File: src/rtl/core/tssm_pkg.sv
`default_nettype none
package tssm_pkg;

   localparam int DEPTH_DEFAULT = 32;
   localparam int SPLIT_W = 5;
   localparam int WORD_W = 32;
   localparam int STATUS_W = 2;
   localparam logic [SPLIT_W-1:0] SPLIT_RESET = SPLIT_W'(16);
   localparam logic signed [WORD_W-1:0] MINUS_ONE = -WORD_W'(1);

   localparam logic OP_PUSH = 1'b0;
   localparam logic OP_POP = 1'b1;

   localparam logic [1:0] SEL_FIRST = 2'd0;
   localparam logic [1:0] SEL_SECOND = 2'd1;
   localparam logic [1:0] SEL_THIRD = 2'd2;

   localparam logic [STATUS_W-1:0] ST_OK = 2'd0;
   localparam logic [STATUS_W-1:0] ST_FULL = 2'd1;
   localparam logic [STATUS_W-1:0] ST_EMPTY = 2'd2;

   typedef enum logic [2:0] {
      S_IDLE = 3'b001,
      S_EXEC = 3'b010,
      S_RESP = 3'b100
   } state_type;

   typedef struct packed {
      logic capture;   // latch request word
      logic execute;   // pointer update and memory access
   } cmd_type;

endpackage
`default_nettype wire

File: src/rtl/core/three_stacks_shared_memory.sv
// Three stacks in one word store, one request at a time.
// Each request goes through accept, store access and response; the response is held
// while it is stalled, and no new request is accepted until it has been taken,
// so the controller holds one request in flight.
// Reset (synchronous): all stacks empty, split point 16 (saturated to DEPTH).
`default_nettype none
module three_stacks_shared_memory #(
   parameter int DEPTH = tssm_pkg::DEPTH_DEFAULT
) (
   input  wire                                clock,
   input  wire                                reset,
   input  wire                                req_valid,
   output logic                               req_stall,
   input  wire                                req_op,
   input  wire  [1:0]                         req_stack_sel,
   input  wire  signed [tssm_pkg::WORD_W-1:0] req_push_value,
   output logic                               rsp_valid,
   input  wire                                rsp_stall,
   output logic signed [tssm_pkg::WORD_W-1:0] rsp_pop_value,
   output logic [tssm_pkg::STATUS_W-1:0]      rsp_status,
   input  wire                                csr_write_en,
   input  wire  [tssm_pkg::SPLIT_W-1:0]       csr_write_data
);

   tssm_pkg::cmd_type cmd;

   tssm_ctrl u_ctrl (
      .clock     (clock),
      .reset     (reset),
      .req_valid (req_valid),
      .req_stall (req_stall),
      .rsp_valid (rsp_valid),
      .rsp_stall (rsp_stall),
      .cmd       (cmd)
   );

   tssm_dpath #(
      .DEPTH (DEPTH)
   ) u_dpath (
      .clock          (clock),
      .reset          (reset),
      .cmd            (cmd),
      .req_op         (req_op),
      .req_stack_sel  (req_stack_sel),
      .req_push_value (req_push_value),
      .csr_write_en   (csr_write_en),
      .csr_write_data (csr_write_data),
      .rsp_pop_value  (rsp_pop_value),
      .rsp_status     (rsp_status)
   );

endmodule
`default_nettype wire

File: src/rtl/core/tssm_ctrl.sv
`default_nettype none
module tssm_ctrl (
   input  wire                clock,
   input  wire                reset,
   input  wire                req_valid,
   output logic               req_stall,
   output logic               rsp_valid,
   input  wire                rsp_stall,
   output tssm_pkg::cmd_type  cmd
);

   tssm_pkg::state_type state_ff, state_in;

   always_comb begin
      state_in = state_ff;
      case (state_ff)
         tssm_pkg::S_IDLE: begin
            if (req_valid) state_in = tssm_pkg::S_EXEC;
         end
         tssm_pkg::S_EXEC: begin
            state_in = tssm_pkg::S_RESP;
         end
         tssm_pkg::S_RESP: begin
            if (!rsp_stall) state_in = tssm_pkg::S_IDLE;
         end
         default: begin
            state_in = tssm_pkg::S_IDLE;
         end
      endcase
   end

   always_ff @(posedge clock) begin
      if (reset) begin
         state_ff <= tssm_pkg::S_IDLE;
      end else begin
         state_ff <= state_in;
      end
   end

   assign req_stall = (state_ff != tssm_pkg::S_IDLE);
   assign rsp_valid = (state_ff == tssm_pkg::S_RESP);
   assign cmd.capture = (state_ff == tssm_pkg::S_IDLE) && req_valid;
   assign cmd.execute = (state_ff == tssm_pkg::S_EXEC);

endmodule
`default_nettype wire

File: src/rtl/core/tssm_dpath.sv
`default_nettype none
module tssm_dpath #(
   parameter int DEPTH = tssm_pkg::DEPTH_DEFAULT
) (
   input  wire                                     clock,
   input  wire                                     reset,
   input  tssm_pkg::cmd_type                       cmd,
   input  wire                                     req_op,
   input  wire  [1:0]                              req_stack_sel,
   input  wire  signed [tssm_pkg::WORD_W-1:0]      req_push_value,
   input  wire                                     csr_write_en,
   input  wire  [tssm_pkg::SPLIT_W-1:0]            csr_write_data,
   output logic signed [tssm_pkg::WORD_W-1:0]      rsp_pop_value,
   output logic [tssm_pkg::STATUS_W-1:0]           rsp_status
);

   localparam int PW = $clog2(DEPTH + 1);
   localparam int AW = $clog2(DEPTH);
   localparam int CW = (PW > tssm_pkg::SPLIT_W) ? PW : tssm_pkg::SPLIT_W;

   logic [tssm_pkg::WORD_W-1:0] mem [DEPTH];

   logic [PW-1:0] first_ff, second_ff, third_ff, split_ff;
   logic [PW-1:0] first_in, second_in, third_in;
   logic          op_ff;
   logic [1:0]    sel_ff;
   logic [tssm_pkg::WORD_W-1:0] val_ff;
   logic [tssm_pkg::WORD_W-1:0] rd_data_ff;
   logic          pop_ok_ff, pop_ok_in;
   logic [tssm_pkg::STATUS_W-1:0] status_ff, status_in;
   logic          we;
   logic [PW-1:0] addr;

   // split saturated to the memory size
   logic [CW-1:0] csr_split_ext;
   logic [PW-1:0] csr_split_sat;
   logic [PW-1:0] reset_split_sat;

   assign csr_split_ext = CW'(csr_write_data);
   assign csr_split_sat = (csr_split_ext > CW'(DEPTH)) ? PW'(DEPTH) : PW'(csr_split_ext);
   assign reset_split_sat = (CW'(tssm_pkg::SPLIT_RESET) > CW'(DEPTH))
                            ? PW'(DEPTH) : PW'(CW'(tssm_pkg::SPLIT_RESET));

   always_comb begin
      first_in = first_ff;
      second_in = second_ff;
      third_in = third_ff;
      we = 1'b0;
      addr = first_ff;
      pop_ok_in = 1'b0;
      if (op_ff == tssm_pkg::OP_PUSH) begin
         status_in = tssm_pkg::ST_FULL;
         case (sel_ff)
            tssm_pkg::SEL_FIRST: begin
               addr = first_ff;
               if (first_ff < second_ff) begin
                  we = 1'b1;
                  first_in = first_ff + PW'(1);
                  status_in = tssm_pkg::ST_OK;
               end
            end
            tssm_pkg::SEL_SECOND: begin
               addr = second_ff - PW'(1);
               if (second_ff > first_ff) begin
                  we = 1'b1;
                  second_in = second_ff - PW'(1);
                  status_in = tssm_pkg::ST_OK;
               end
            end
            tssm_pkg::SEL_THIRD: begin
               addr = third_ff;
               if (third_ff < PW'(DEPTH)) begin
                  we = 1'b1;
                  third_in = third_ff + PW'(1);
                  status_in = tssm_pkg::ST_OK;
               end
            end
            default: begin
               status_in = tssm_pkg::ST_FULL;
            end
         endcase
      end else begin
         status_in = tssm_pkg::ST_EMPTY;
         case (sel_ff)
            tssm_pkg::SEL_FIRST: begin
               addr = first_ff - PW'(1);
               if (first_ff != '0) begin
                  first_in = first_ff - PW'(1);
                  pop_ok_in = 1'b1;
                  status_in = tssm_pkg::ST_OK;
               end
            end
            tssm_pkg::SEL_SECOND: begin
               addr = second_ff;
               if (second_ff < split_ff) begin
                  second_in = second_ff + PW'(1);
                  pop_ok_in = 1'b1;
                  status_in = tssm_pkg::ST_OK;
               end
            end
            tssm_pkg::SEL_THIRD: begin
               addr = third_ff - PW'(1);
               if (third_ff > split_ff) begin
                  third_in = third_ff - PW'(1);
                  pop_ok_in = 1'b1;
                  status_in = tssm_pkg::ST_OK;
               end
            end
            default: begin
               status_in = tssm_pkg::ST_EMPTY;
            end
         endcase
      end
   end

   always_ff @(posedge clock) begin
      if (reset) begin
         split_ff <= reset_split_sat;
         first_ff <= '0;
         second_ff <= reset_split_sat;
         third_ff <= reset_split_sat;
      end else if (csr_write_en) begin
         split_ff <= csr_split_sat;
         first_ff <= '0;
         second_ff <= csr_split_sat;
         third_ff <= csr_split_sat;
      end else if (cmd.execute) begin
         first_ff <= first_in;
         second_ff <= second_in;
         third_ff <= third_in;
      end
   end

   always_ff @(posedge clock) begin
      if (cmd.capture) begin
         op_ff <= req_op;
         sel_ff <= req_stack_sel;
         val_ff <= req_push_value;
      end
      if (cmd.execute) begin
         status_ff <= status_in;
         pop_ok_ff <= pop_ok_in;
      end
   end

   // single-port word store, registered read
   always_ff @(posedge clock) begin
      if (cmd.execute) begin
         if (we) mem[addr[AW-1:0]] <= val_ff;
         rd_data_ff <= mem[addr[AW-1:0]];
      end
   end

   assign rsp_pop_value = pop_ok_ff ? $signed(rd_data_ff) : tssm_pkg::MINUS_ONE;
   assign rsp_status = status_ff;

endmodule
`default_nettype wire

File: config.mk
export PLATFORM = sky130hd
export DESIGN_NAME = three_stacks_shared_memory
export DESIGN_NICKNAME = d
export VERILOG_FILES = /design/src/rtl/core/tssm_pkg.sv /design/src/rtl/core/three_stacks_shared_memory.sv /design/src/rtl/core/tssm_ctrl.sv /design/src/rtl/core/tssm_dpath.sv
export SDC_FILE = /design/constraint.sdc
export NUM_CORES = 1
export LEC_CHECK = 0
export ABC_AREA = 0
export BUFFER_PORTS_ARGS = -buffer_cell sky130_fd_sc_hd__buf_4
export CORE_UTILIZATION = 40
export DETAILED_ROUTE_END_ITERATION = 10
export PLACE_DENSITY_LB_ADDON = 0.15
export SLEW_MARGIN = 20
export SYNTH_ARGS = -nofsm -noshare
export SYNTH_HDL_FRONTEND = slang
export SYNTH_SLANG_ARGS = --single-unit
File: constraint.sdc
create_clock -name clock -period 7.7 [get_ports clock]
set_input_delay 1.54 -clock clock [delete_from_list [all_inputs] [get_ports clock]]
set_output_delay 1.54 -clock clock [all_outputs]
set_load 0.1 [all_outputs]
# Yosys cells after proc, flatten, opt, wreduce, memory -nomap -nowiden
# Memory sizes are Yosys's and may differ from the RTL's. A register that Yosys moved wholly into a read port is not among the register bits.
# Index checks and enable logic that the tools add are counted.
dict set report totals {
  reg_bits 65
  mem_bits_rw 1024
  input_bits 45
  output_inout_bits 36
  wordCells 96
  memories 1
}
dict set report op_classes {
  add_sub_neg 6
  n_lt_le_gt_ge 6
  n_eq_ne 11
  mux 48
  n_reduce_logical 14
}
# name depth word_bits read_ports rd_ports_with_merged_regs wr line
set memory_table {}
lappend memory_table {u_dpath.mem 32 32 1 1 1 tssm_dpath.sv:21} ;# logic [tssm_pkg::WORD_W-1:0] mem [DEPTH];
# cell count
set op_table {}
lappend op_table {{6-bit 2-to-1 mux} 20}
lappend op_table {{32-bit 2-to-1 mux} 1}
lappend op_table {{6-bit by 1-bit adder with 6-bit output (second input constant)} 3}
lappend op_table {{6-bit by 1-bit subtractor with 6-bit output (second input constant)} 3}
lappend op_table {{5-bit case mux with 3 select lines} 1}
lappend op_table {{1-bit 2-to-1 mux} 13}
lappend op_table {{6-bit > comparator} 2}
lappend op_table {{6-bit less-than comparator} 2}
lappend op_table {{2-bit case mux with 3 select lines} 2}
lappend op_table {{4-bit AND reduction} 3}
lappend op_table {{5-bit case mux with 2 select lines} 1}
lappend op_table {{3-bit case mux with 3 select lines} 1}
lappend op_table {{2-bit 2-to-1 mux} 4}
lappend op_table {{2-bit nonzero test} 4}
lappend op_table {{5-bit by 6-bit > comparator with 1-bit output (second input constant)} 1}
lappend op_table {{6-bit less-than comparator (second input constant)} 1}
lappend op_table {{3-bit 2-to-1 mux} 2}
lappend op_table {{2-bit != test (second input constant)} 3}
lappend op_table {{3-bit != test (second input constant)} 2}
lappend op_table {{1-bit case mux with 3 select lines} 2}
lappend op_table {{3-bit nonzero test} 2}
lappend op_table {{6-bit nonzero test} 1}
lappend op_table {{5-bit 2-to-1 mux} 1}
lappend op_table {{3-bit by 1-bit equality test with 1-bit output (second input constant)} 1}
lappend op_table {{9 further kinds} 9}

# Logic depth before layout (Yosys ltp)
# Gate-level depths: netlist of the first run.
dict set report depth {
  word_depth 7
  ltp_mapped 13
  depth_no_buf 9
}

# By module
# A second synthesis of the first run with hierarchy kept.
dict set report unflattened {
  hier_cells 2707
  area_unflattened_um2 45243.4
}
# module n_inst cells_per_inst area_each_um2 seq_area_each_um2
set by_module_without_submodules {}
lappend by_module_without_submodules {tssm_dpath 1 2692 45089.5 33311.9}
lappend by_module_without_submodules {tssm_ctrl 1 15 153.9 60.1}

# Worst setup path before layout of the first run
# Ideal clock, no wire load.
dict set report synth_path {
  path_type {register -> register}
  from {register u_ctrl.state_ff[0]}
  to {memory u_dpath.mem[10][0] (netlist bit), enable pin}
  setup_time_ns 0.421
  arrival_ns 4.108
  t_required_ns 7.279
  slack_ns 3.171
  stages_incl_launch_ff 6
  n_path_buf 0
  cell_sequence {dfxtp_1 > nand2b_1 > nor2_1 > and3_1 > nand3_1 > nor2_1}
}
dict set report synth_between {
  elab_chain_cells 3
}
# element line
set synth_rtl {}
lappend synth_rtl {{start, declared} tssm_ctrl.sv:12} ;# tssm_pkg::state_type state_ff, state_in;
lappend synth_rtl {{start signal, assigned} tssm_ctrl.sv:34} ;# state_ff <= tssm_pkg::S_IDLE;
lappend synth_rtl {{start signal, assigned} tssm_ctrl.sv:36} ;# state_ff <= state_in;
lappend synth_rtl {{3-bit by 2-bit equality test with 1-bit output} tssm_ctrl.sv:43} ;# assign cmd.execute = (state_ff == tssm_pkg::S_EXEC);
lappend synth_rtl {{1-bit 2-to-1 mux} tssm_dpath.sv:148} ;# if (cmd.execute) begin
lappend synth_rtl {{1-bit 2-to-1 mux (implied by the code)} tssm_dpath.sv:149} ;# if (we) mem[addr[AW-1:0]] <= val_ff;
lappend synth_rtl {{end, declared} tssm_dpath.sv:21}
# No other way between the ends.

# Final worst setup path of the first run
dict set report layout_path {
  from {register u_dpath.op_ff}
  to {register u_dpath.rd_data_ff[10] (netlist bit) (read register of u_dpath.mem), data pin}
}
dict set report layout_between {
  elab_chain_cells 1
}
# element line
set layout_rtl {}
lappend layout_rtl {{start, declared} tssm_dpath.sv:25} ;# logic op_ff;
lappend layout_rtl {{start signal, assigned} tssm_dpath.sv:136} ;# op_ff <= req_op;
lappend layout_rtl {{5-bit 2-to-1 mux} tssm_dpath.sv:51} ;# if (op_ff == tssm_pkg::OP_PUSH) begin
lappend layout_rtl {{end, declared} tssm_dpath.sv:28} ;# logic [tssm_pkg::WORD_W-1:0] rd_data_ff;
# No other way between the ends.
# A chain may end at the register's enable or synchronous reset.

==> results.sh, run 1 <==
export IMPL_clkPwrFrac_pct=40.5
export IMPL_start_kind="flip-flop"
export IMPL_slew_headroom_pct=25.0
export IMPL_hold_class="reg2reg"
export IMPL_start_util_pct=40.4
export IMPL_report_final_slew_viol_count=0
export IMPL_fin_skew_ns=0.0637
export IMPL_run_status="completed"
export IMPL_placed_area_sq_um=47900
export IMPL_final_fill_count=9522
export IMPL_end_kind="flip-flop"
export IMPL_power_switching_mw=3.50
export IMPL_cts_repair_resized=0
export IMPL_internal_power_mw=10.6
export IMPL_synth_top_cell_area_share_pct=73.2
export IMPL_drv_cap=0
export IMPL_power_density_nw_per_um2=271
export IMPL_antenna_found_initial=3
export IMPL_grt_ovfl_total=0
export IMPL_drt_initial_drc_count=2884
export IMPL_postSynth_asyncResetShare_pct=0
export IMPL_startpoint="u_dpath.op_ff$_DFFE_PP_"
export IMPL_antenna_cells=0
export IMPL_path_clk_slew_ns=0.06
export IMPL_insertion_delay_ns=0.73
export IMPL_avgViaCountPerCell=5.65
export IMPL_die_area_sq_um=114000
export IMPL_cts_hold_buffers_added=0
export IMPL_timing_rr_end="u_dpath.rd_data_ff[10]$_DFFE_PP_"
export IMPL_gp_congestion=0.847
export IMPL_coreArea_sq_um=111000
export IMPL_final_net_count=3171
export IMPL_die_w_um=337
export IMPL_portBuffers=80
export IMPL_drt_pass1_iterations=6
export IMPL_grt_start_max_net_pins=109
export IMPL_criticalPathCategory="reg2reg"
export IMPL_place_worst_setup_slack_ns=2.67
export IMPL_seq_area_sq_um=33400
export IMPL_min_delay_start="u_dpath.split_ff[1]$_SDFFE_PP0P_"
export IMPL_cts_root_buf="clkbuf_16"
export IMPL_grt_pass1_vias=25918
export IMPL_num_vias=26443
export IMPL_max_freq_ghz=0.195
export IMPL_setup_slack_ns=2.57
export IMPL_slowest_delay_ns=0.93
export IMPL_vdd_drop_max_mv=0.189
export IMPL_final_cell_area_sq_um=52000
export IMPL_cts_setup_buffers=0
export IMPL_tightest_slew_ns=1.13
export IMPL_postSynthCellCount=2969
export IMPL_fin_crit_sh_pct=66.6
export IMPL_cp_endpoint="u_dpath.rd_data_ff[10]$_DFFE_PP_"
export IMPL_power_frac_comb_pct=11.2
export IMPL_hpwl_um=77400
export IMPL_rsz0062_at_grt="no"
export IMPL_ant_nets=0
export IMPL_reg2reg_slack_ns=2.57
export IMPL_drive_above_1_share_pct=13.1
export IMPL_ys_seq_elements=1120
export IMPL_netlist_top_cells_area="edfxtp_1 73%, mux2i_1 8.5%, nand2_1 4.5%, nand3_1 3.0%, a32oi_1 2.5%"
export IMPL_cp_slowest_cell="edfxtp_1"
export IMPL_ios=81
export IMPL_avgSynthCellArea_sq_um=15.1
export IMPL_setup_tns_ns=0
export IMPL_multi_input_area_sq_um=10800
export IMPL_wl_per_cell_um=27.5
export IMPL_hold_viol_final=0
export IMPL_rr_startpoint="u_dpath.op_ff$_DFFE_PP_"
export IMPL_worst_ep_arrival_time_ns=5.53
export IMPL_cp_required_ns=8.10
export IMPL_min_period_ns=5.13
export IMPL_rows=122
export IMPL_track_usage_pct=22.6
export IMPL_clkSinkCount=1120
export IMPL_r2r_cells=9
export IMPL_cts_buffers=116
export IMPL_h_tree_depth=3
export IMPL_synth_fp_nets=3039
export IMPL_syn_area_sq_um=44900
export IMPL_grt_pass1_wl_um=185000
export IMPL_yosys_most_used_dff="edfxtp_1"
export IMPL_wl_um=128000
export IMPL_setup_viol=0
export IMPL_seqPwrFrac_pct=48.3
export IMPL_yosys_warnings=0
export IMPL_cts_buffer_depth=3
export IMPL_fp_dieH_um=337
export IMPL_synth_edf_count=1094
export IMPL_synth_cell_types=61
export IMPL_crit_path_cell_trace="nor2b_1 -> o2111ai_1 -> o311ai_4 -> buf_4 -> buf_4 -> mux2i_1 -> mux2i_1 -> a32oi_1 -> nand4_1"
export IMPL_area_delta_synth_final_pct=15.8
export IMPL_drcViolationCount=0
export IMPL_power_switching_share_pct=24.8
export IMPL_cts_tree="yes"
export IMPL_yosysTopAreaCell="edfxtp_1"
export IMPL_p_leak_nw=18.2
export IMPL_cp_max_fo=67
export IMPL_seq_area_frac_synth_pct=74.3
-- layout by cell type, fill, tap and decap left out, types with 6 or more instances in the layout --
master and count:
xnor2_1 16, clkinv_2 17, clkbuf_16 117, nand4_1 35
buf_12 6, inv_1 26, nand2_1 541, edfxtp_1 1094
ha_1 25, clkbuf_1 20, a211oi_1 6, o21ai_0 10
nand3_1 271, buf_8 12, bufinv_16 17, nand2b_1 42
clkinvlp_4 6, clkinv_1 20, a32oi_1 126, buf_4 159
a21o_1 7, nor3_1 7, buf_16 16, nor2_1 28
a21oi_1 29, nor2b_1 7, mux2i_1 382, dfxtp_1 26
nor2_4 34
-- cell families after synthesis --
kind of cell | share of synthesized area [%]
AOI/OAI and AO/OA | 3.85
muxes | 8.52
and+or+nand+nor | 9.95
buffers and inverters | 2.23
xor gates and xnor gates | 0.410
adders and majority gates | 0.697
DFF | 74.3
-- flip-flops by register name, indices dropped and copies added (netlist names) --
signal and flops:
u_dpath.val_ff 32, u_dpath.split_ff 5, u_dpath.sel_ff 2, u_ctrl.state_ff 3, u_dpath.mem 1024, u_dpath.third_ff 6
u_dpath.second_ff 6, u_dpath.first_ff 6, u_dpath.pop_ok_ff 1, u_dpath.rsp_status 2, u_dpath.op_ff 1, u_dpath.rd_data_ff 32
-- metrics by stage --
step | hold slack [ns] | util (%) | instances | total power [mW]
after CTS | 0.472 | 46.7 | 4667 | 14.2
final | 0.474 | 46.8 | 4677 | 14.1
after floorplan | 0.445 | - | 2969 | 7.94
after detailed placement | 0.463 | 43.2 | 4461 | 8.50
after global placement | 0.458 | 42.7 | 4438 | 8.48
after global routing | 0.498 | 46.8 | 4677 | 14.5
-- worst max-delay path, delay by kind of cell, from the launching register on --
kind	cells	cell delay (ns)
multiplexers	2	0.39
AND/OR/NAND/NOR	2	0.79
buffers and inverters	2	1.31
AO/OA/AOI/OAI	3	1.33
flip-flops	1	0.93
-- how the worst min path moves through the flow --
| stage | endpoint | slack, ns | cells past startpoint |
|---|---|---|---|
| 6_report | u_dpath.split_ff[1]$_SDFFE_PP0P_ | 0.47 | 2 |
| 3_3_place_gp | u_dpath.split_ff[1]$_SDFFE_PP0P_ | 0.46 | 2 |
| 5_1_grt | u_dpath.split_ff[1]$_SDFFE_PP0P_ | 0.50 | 2 |
| 4_1_cts | u_dpath.split_ff[1]$_SDFFE_PP0P_ | 0.47 | 2 |
| 3_5_place_dp | u_dpath.split_ff[1]$_SDFFE_PP0P_ | 0.46 | 2 |
| 2_1_floorplan | u_dpath.split_ff[1]$_SDFFE_PP0P_ | 0.45 | 2 |
-- cell usage after synthesis (3+ instances only) --
library cell  count
buf_4            12
mux2i_1         382
clkbuf_1         59
nor4_1            3
a211oi_1          6
nand2_1         541
buf_1            10
xnor2_1          16
buf_6            10
a21o_1            7
edfxtp_1       1094
nor3_1            8
a21oi_1          29
o22ai_1           4
nand4_1          35
nor2_1           62
o21ai_0          10
nand2b_1         42
xor2_1            5
dfxtp_1          26
and2_1            3
nor3_2            5
ha_1             25
a221oi_1          5
buf_2            88
and3_1            7
nand3_1         272
inv_1            26
a32oi_1         126
o2111ai_1         3
nor2b_1           7
nor3b_1           3
-- layer usage --
metal	share of wire, %	global-route usage [%]	vias to the layer above
li1	-	-	11556
met1	45	33.3	13677
met2	46	35.1	1032
met3	7.0	3.58	176
met4	1.8	5.34	2
met5	0.0086	0	-
-- power by group through the flow --
stage	Combinational (mW)	Sequential [mW]	Clock, mW
floorplan	0.988	6.95	0
finish	1.58	6.81	5.70
detailed placement	1.54	6.96	0
CTS	1.55	6.83	5.78
global placement	1.51	6.96	0
global route	1.69	6.81	6.01
-- cell type report --
type                            count  share of cell area [%]
Sequential cell                  1120                    64.2
Timing Repair Buffer              193                    3.72
Tap cell                         1488                    3.58
Inverter                           26                   0.188
Multi-Input combinational cell   1644                    20.9
Clock inverter                     68                    1.61
Clock buffer                      138                    5.81
(Power assumes the default switching activity.)
==> run 2: changes to the inputs <==
Clock period 7.7 ns to 4.51 ns, I/O delays scaled along.
==> results.sh, run 2 (synthesized netlist as in run 1, its figures left out) <==
export IMPL_worst_ep_arrival_time_ns=4.33
export IMPL_cts_root_buf="clkbuf_16"
export IMPL_hold_class="in2reg"
export IMPL_h_tree_depth=3
export IMPL_place_worst_setup_slack_ns=0.665
export IMPL_gr_usage_met1_pct=30.4
export IMPL_portBuffers=80
export IMPL_power_density_nw_per_um2=452
export IMPL_crit_path_cell_trace="ha_1 -> nor2b_1 -> o2111ai_1 -> o311ai_4 -> buf_12 -> buf_12 -> mux2i_1 -> mux2i_1 -> a32oi_1 -> nand4_1"
export IMPL_grt_start_max_net_pins=148
export IMPL_report_final_slew_viol_count=0
export IMPL_cts_setup_buffers=0
export IMPL_final_common_cell="edfxtp_1"
export IMPL_wl_um=125000
export IMPL_run_status="completed"
export IMPL_drcViolationCount=0
export IMPL_end_kind="flip-flop"
export IMPL_criticalPathCategory="reg2reg"
export IMPL_final_fill_count=9550
export IMPL_fin_crit_sh_pct=86.8
export IMPL_grt_pass1_wl_um=181000
export IMPL_rsz0062_at_grt="no"
export IMPL_drv_cap=0
export IMPL_hpwl_um=69600
export IMPL_setup_tns_ns=0
export IMPL_cts_tree="yes"
export IMPL_setup_viol=0
export IMPL_rr_startpoint="u_dpath.sel_ff[0]$_DFFE_PP_"
export IMPL_avgViaCountPerCell=5.57
export IMPL_drt_pass1_iterations=5
export IMPL_met2_usage_pct=36.6
export IMPL_setup_slack_ns=0.596
export IMPL_fp_dieH_um=337
export IMPL_fin_skew_ns=0.0317
export IMPL_cp_slowest_cell="nor2b_1"
export IMPL_cts_buffer_depth=3
export IMPL_cts_hold_buffers_added=0
export IMPL_rows=122
export IMPL_final_net_count=3168
export IMPL_antenna_found_initial=4
export IMPL_grt_ovfl_total=0
export IMPL_start_util_pct=40.4
export IMPL_use_met3_pct=3.07
export IMPL_path_clk_slew_ns=0.06
export IMPL_area_delta_synth_final_pct=15.5
export IMPL_start_kind="flip-flop"
export IMPL_ios=81
export IMPL_die_area_sq_um=114000
export IMPL_slew_headroom_pct=24.9
export IMPL_die_w_um=337
export IMPL_busiest_layer="met2"
export IMPL_min_period_ns=3.91
export IMPL_p_leak_nw=18.1
export IMPL_tightest_slew_ns=1.13
export IMPL_grt_pass1_vias=25703
export IMPL_insertion_delay_ns=0.70
export IMPL_drt_initial_drc_count=2654
export IMPL_clkSinkCount=1120
export IMPL_final_cell_mix="1094 x edfxtp_1, 541 x nand2_1, 382 x mux2i_1, 271 x nand3_1, 134 x buf_4"
export IMPL_power_total_mw=23.4
export IMPL_ant_nets=0
export IMPL_cts_buffers=116
export IMPL_drive_above_1_share_pct=12.7
export IMPL_coreArea_sq_um=111000
export IMPL_cp_max_fo=86
export IMPL_vdd_drop_max_mv=0.315
export IMPL_startpoint="u_dpath.sel_ff[0]$_DFFE_PP_"
export IMPL_max_freq_ghz=0.256
export IMPL_wl_per_cell_um=26.7
export IMPL_slowest_delay_ns=0.58
export IMPL_cp_required_ns=4.93
export IMPL_cts_repair_resized=0
export IMPL_min_delay_start="req_push_value[24]"
export IMPL_largest_reg_flops=1024
export IMPL_num_vias=26028
export IMPL_hold_viol_final=0
export IMPL_track_usage_pct=22.0
export IMPL_gp_congestion=0.837
export IMPL_r2r_cells=10
export IMPL_holdPathStages=1
run 2: cell types whose count changed in the layout (fill, tap and decap cells not counted), moves of 2 or more:
cell,before,now
buf_12,6,40
buf_4,159,134
buf_16,16,2
clkinv_1,20,28
bufinv_16,17,10
clkinv_2,17,24
clkinvlp_4,6,1
clkinv_4,3,0
buf_6,0,2
run 2: through the flow:
| stage | utilization (%) | hold slack (ns) | std cells | instance area (sq um) |
|---|---|---|---|---|
| after floorplan | - | 0.445 | 2969 | 44900 |
| after global placement | 43.2 | 0.455 | 4452 | 48000 |
| after detailed placement | 43.2 | 0.464 | 4452 | 48000 |
| after CTS | 46.5 | 0.330 | 4655 | 51600 |
| after global routing | 46.7 | 0.352 | 4671 | 51800 |
| final | 46.7 | 0.385 | 4672 | 51800 |
run 2: cell type report:
| cell class | instances | area (sq um) | area share, % |
|---|---|---|---|
| clock inverter | 67 | 597 | 1.15 |
| timing repair buffer | 190 | 2060 | 3.98 |
| tap | 1488 | 1860 | 3.59 |
| inverter | 26 | 97.6 | 0.188 |
| multi-input combinational | 1644 | 10800 | 20.9 |
| antenna | 1 | 2.50 | 0.00483 |
| sequential | 1120 | 33400 | 64.4 |
| clock buffer | 136 | 3000 | 5.79 |
run 2: critical path: cells and delay by family, from the launching register on:
family	cells	cell delay [ns]
and+or+nand+nor	2	0.75
AOI/OAI and AO/OA	3	0.93
buffers and inverters	2	0.69
adders and majority gates	1	0.31
DFF	1	0.42
muxes	2	0.42
run 2: power breakdown:
group	internal, mW	switching (mW)
Combinational	0.865	1.68
Sequential	11.5	0.155
Clock	5.27	3.89
Total	17.7	5.72
run 2: metal layers:
metal  vias to the layer above  share of wire, %  wire length, um
met1                     13414                43            54100
li1                      11563                 -                -
met2                       907                49            61100
met3                       144               5.8             7300
met4                         0               1.9             2380
met5                         -                 0                0
run 2: worst paths after layout:
check,endpoint,slack (ns)
worst min register to register,u_dpath.split_ff[1]$_SDFFE_PP0P_,0.47
worst max-delay path,u_dpath.rd_data_ff[31]$_DFFE_PP_,0.60
worst min-delay path,u_dpath.val_ff[24]$_DFFE_PP_,0.38
worst max register to register,u_dpath.rd_data_ff[31]$_DFFE_PP_,0.60
==> run 3: changes to the inputs <==
Settings changed: PLACE_DENSITY set to 0.65, PLACE_DENSITY_LB_ADDON 0.15 to not set.
==> results.sh, run 3 (synthesized netlist as in run 1, its figures left out) <==
export IMPL_portBuffers=80
export IMPL_seq_area_sq_um=33400
export IMPL_cts_hold_buffers_added=0
export IMPL_ios=81
export IMPL_drt_pass1_iterations=8
export IMPL_rr_startpoint="u_dpath.sel_ff[0]$_DFFE_PP_"
export IMPL_fp_dieH_um=337
export IMPL_slew_headroom_pct=18.1
export IMPL_gp_congestion=0.858
export IMPL_num_vias=26079
export IMPL_area_delta_synth_final_pct=14.7
export IMPL_hold_viol_final=0
export IMPL_setup_tns_ns=0
export IMPL_cts_repair_resized=0
export IMPL_cp_common_cell="buf_12"
export IMPL_grt_pass1_wl_um=172000
export IMPL_final_cell_mix="1094 x edfxtp_1, 541 x nand2_1, 382 x mux2i_1, 271 x nand3_1, 156 x buf_4"
export IMPL_final_fill_count=9485
export IMPL_cts_root_buf="clkbuf_16"
export IMPL_drcViolationCount=0
export IMPL_ant_nets=0
export IMPL_cp_required_ns=4.90
export IMPL_grt_pass1_vias=24969
export IMPL_avgViaCountPerCell=5.59
export IMPL_cp_slowest_cell="nor2_4"
export IMPL_cts_buffers=108
export IMPL_cp_max_fo=41
export IMPL_final_net_count=3154
export IMPL_criticalPathCategory="reg2reg"
export IMPL_cts_tree="yes"
export IMPL_max_freq_ghz=0.266
export IMPL_min_delay_start="req_push_value[25]"
export IMPL_track_usage_pct=20.8
export IMPL_hold_class="in2reg"
export IMPL_crit_path_cell_trace="ha_1 -> nor2b_1 -> o2111ai_1 -> o311ai_4 -> buf_12 -> nand3_1 -> buf_4 -> nor2_4 -> buf_12"
export IMPL_grt_ovfl_total=0
export IMPL_die_w_um=337
export IMPL_critPathTopFamily="simple AND/OR/NAND/NOR gates"
export IMPL_largest_reg_flops=1024
export IMPL_end_kind="flip-flop"
export IMPL_drt_initial_drc_count=3125
export IMPL_final_common_cell="edfxtp_1"
export IMPL_tightest_slew_ns=1.23
export IMPL_critPathBufInv=3
export IMPL_fin_crit_sh_pct=83.2
export IMPL_startpoint="u_dpath.sel_ff[0]$_DFFE_PP_"
export IMPL_grt_start_max_net_pins=122
export IMPL_coreArea_sq_um=111000
export IMPL_layoutNonFillerInstCount=4664
export IMPL_start_kind="flip-flop"
export IMPL_insertion_delay_ns=0.71
export IMPL_rsz0062_at_grt="no"
export IMPL_drv_cap=0
export IMPL_min_period_ns=3.75
export IMPL_p_leak_nw=18.0
export IMPL_vdd_drop_max_mv=0.409
export IMPL_drive_above_1_share_pct=12.7
export IMPL_wl_um=119000
export IMPL_cts_buffer_depth=3
export IMPL_cts_setup_buffers=0
export IMPL_placed_cells=4459
export IMPL_run_status="completed"
export IMPL_antenna_found_initial=3
export IMPL_die_area_sq_um=114000
export IMPL_slowest_delay_ns=0.64
export IMPL_start_util_pct=40.4
export IMPL_wl_per_cell_um=25.6
export IMPL_hpwl_um=64700
export IMPL_path_clk_slew_ns=0.07
export IMPL_clkSinkCount=1120
export IMPL_worst_ep_arrival_time_ns=4.14
export IMPL_fin_skew_ns=0.0694
export IMPL_setup_viol=0
export IMPL_report_final_slew_viol_count=0
export IMPL_power_density_nw_per_um2=450
export IMPL_multi_input_area_sq_um=10800
export IMPL_h_tree_depth=3
export IMPL_rows=122
[run 3: final timing paths]
| path | endpoint | slack (ns) | cells past startpoint |
|---|---|---|---|
| setup reg to reg | u_dpath.mem[20][31]$_DFFE_PP_ | 0.76 | 9 |
| hold reg to reg | u_dpath.split_ff[1]$_SDFFE_PP0P_ | 0.47 | 2 |
| hold / removal | u_dpath.val_ff[25]$_DFFE_PP_ | 0.37 | 1 |
| setup / recovery | u_dpath.mem[20][31]$_DFFE_PP_ | 0.76 | 9 |
[run 3: layout make-up]
cell class | instances | share of cell area, %
Inverter | 26 | 0.190
Sequential cell | 1120 | 64.8
Tap cell | 1488 | 3.62
Antenna cell | 2 | 0.00972
Multi-Input combinational cell | 1644 | 21.1
Timing Repair Buffer | 184 | 3.33
Clock buffer | 135 | 5.61
Clock inverter | 65 | 1.35
[run 3: routing by layer]
| layer | GRT usage [%] | vias to the layer above | part of all wire [%] | wire, um |
|---|---|---|---|---|
| met4 | 5.44 | 0 | 2.2 | 2570 |
| li1 | - | 11528 | - | - |
| met1 | 28.8 | 13237 | 42 | 49900 |
| met3 | 3.08 | 170 | 7.6 | 9030 |
| met2 | 34.3 | 1144 | 48 | 57700 |
| met5 | 0 | - | 0 | 0 |
[run 3: where the power goes]
group / switching [mW] / internal (mW) / total [mW] / leakage [nW]
sequential: 0.185 / 11.5 / 11.7 / 10.1
clock: 3.91 / 5.14 / 9.05 / 1.74
combinational: 1.55 / 0.833 / 2.39 / 6.17
total: 5.65 / 17.5 / 23.2 / 18.0
[run 3: stage by stage]
| stage | util, % | hold slack, ns | setup slack (ns) | power, mW | cell area, sq um |
|---|---|---|---|---|---|
| 6_report | 46.4 | 0.365 | 0.756 | 23.2 | 51500 |
| 3_5_place_dp | 43.1 | 0.459 | 0.766 | 14.3 | 47800 |
| 5_1_grt | 46.4 | 0.341 | 0.591 | 23.9 | 51500 |
| 3_3_place_gp | 43.1 | 0.455 | 0.820 | 14.3 | 47800 |
| 2_1_floorplan | - | 0.445 | 0.629 | 13.5 | 44900 |
| 4_1_cts | 46.3 | 0.325 | 0.774 | 23.3 | 51400 |
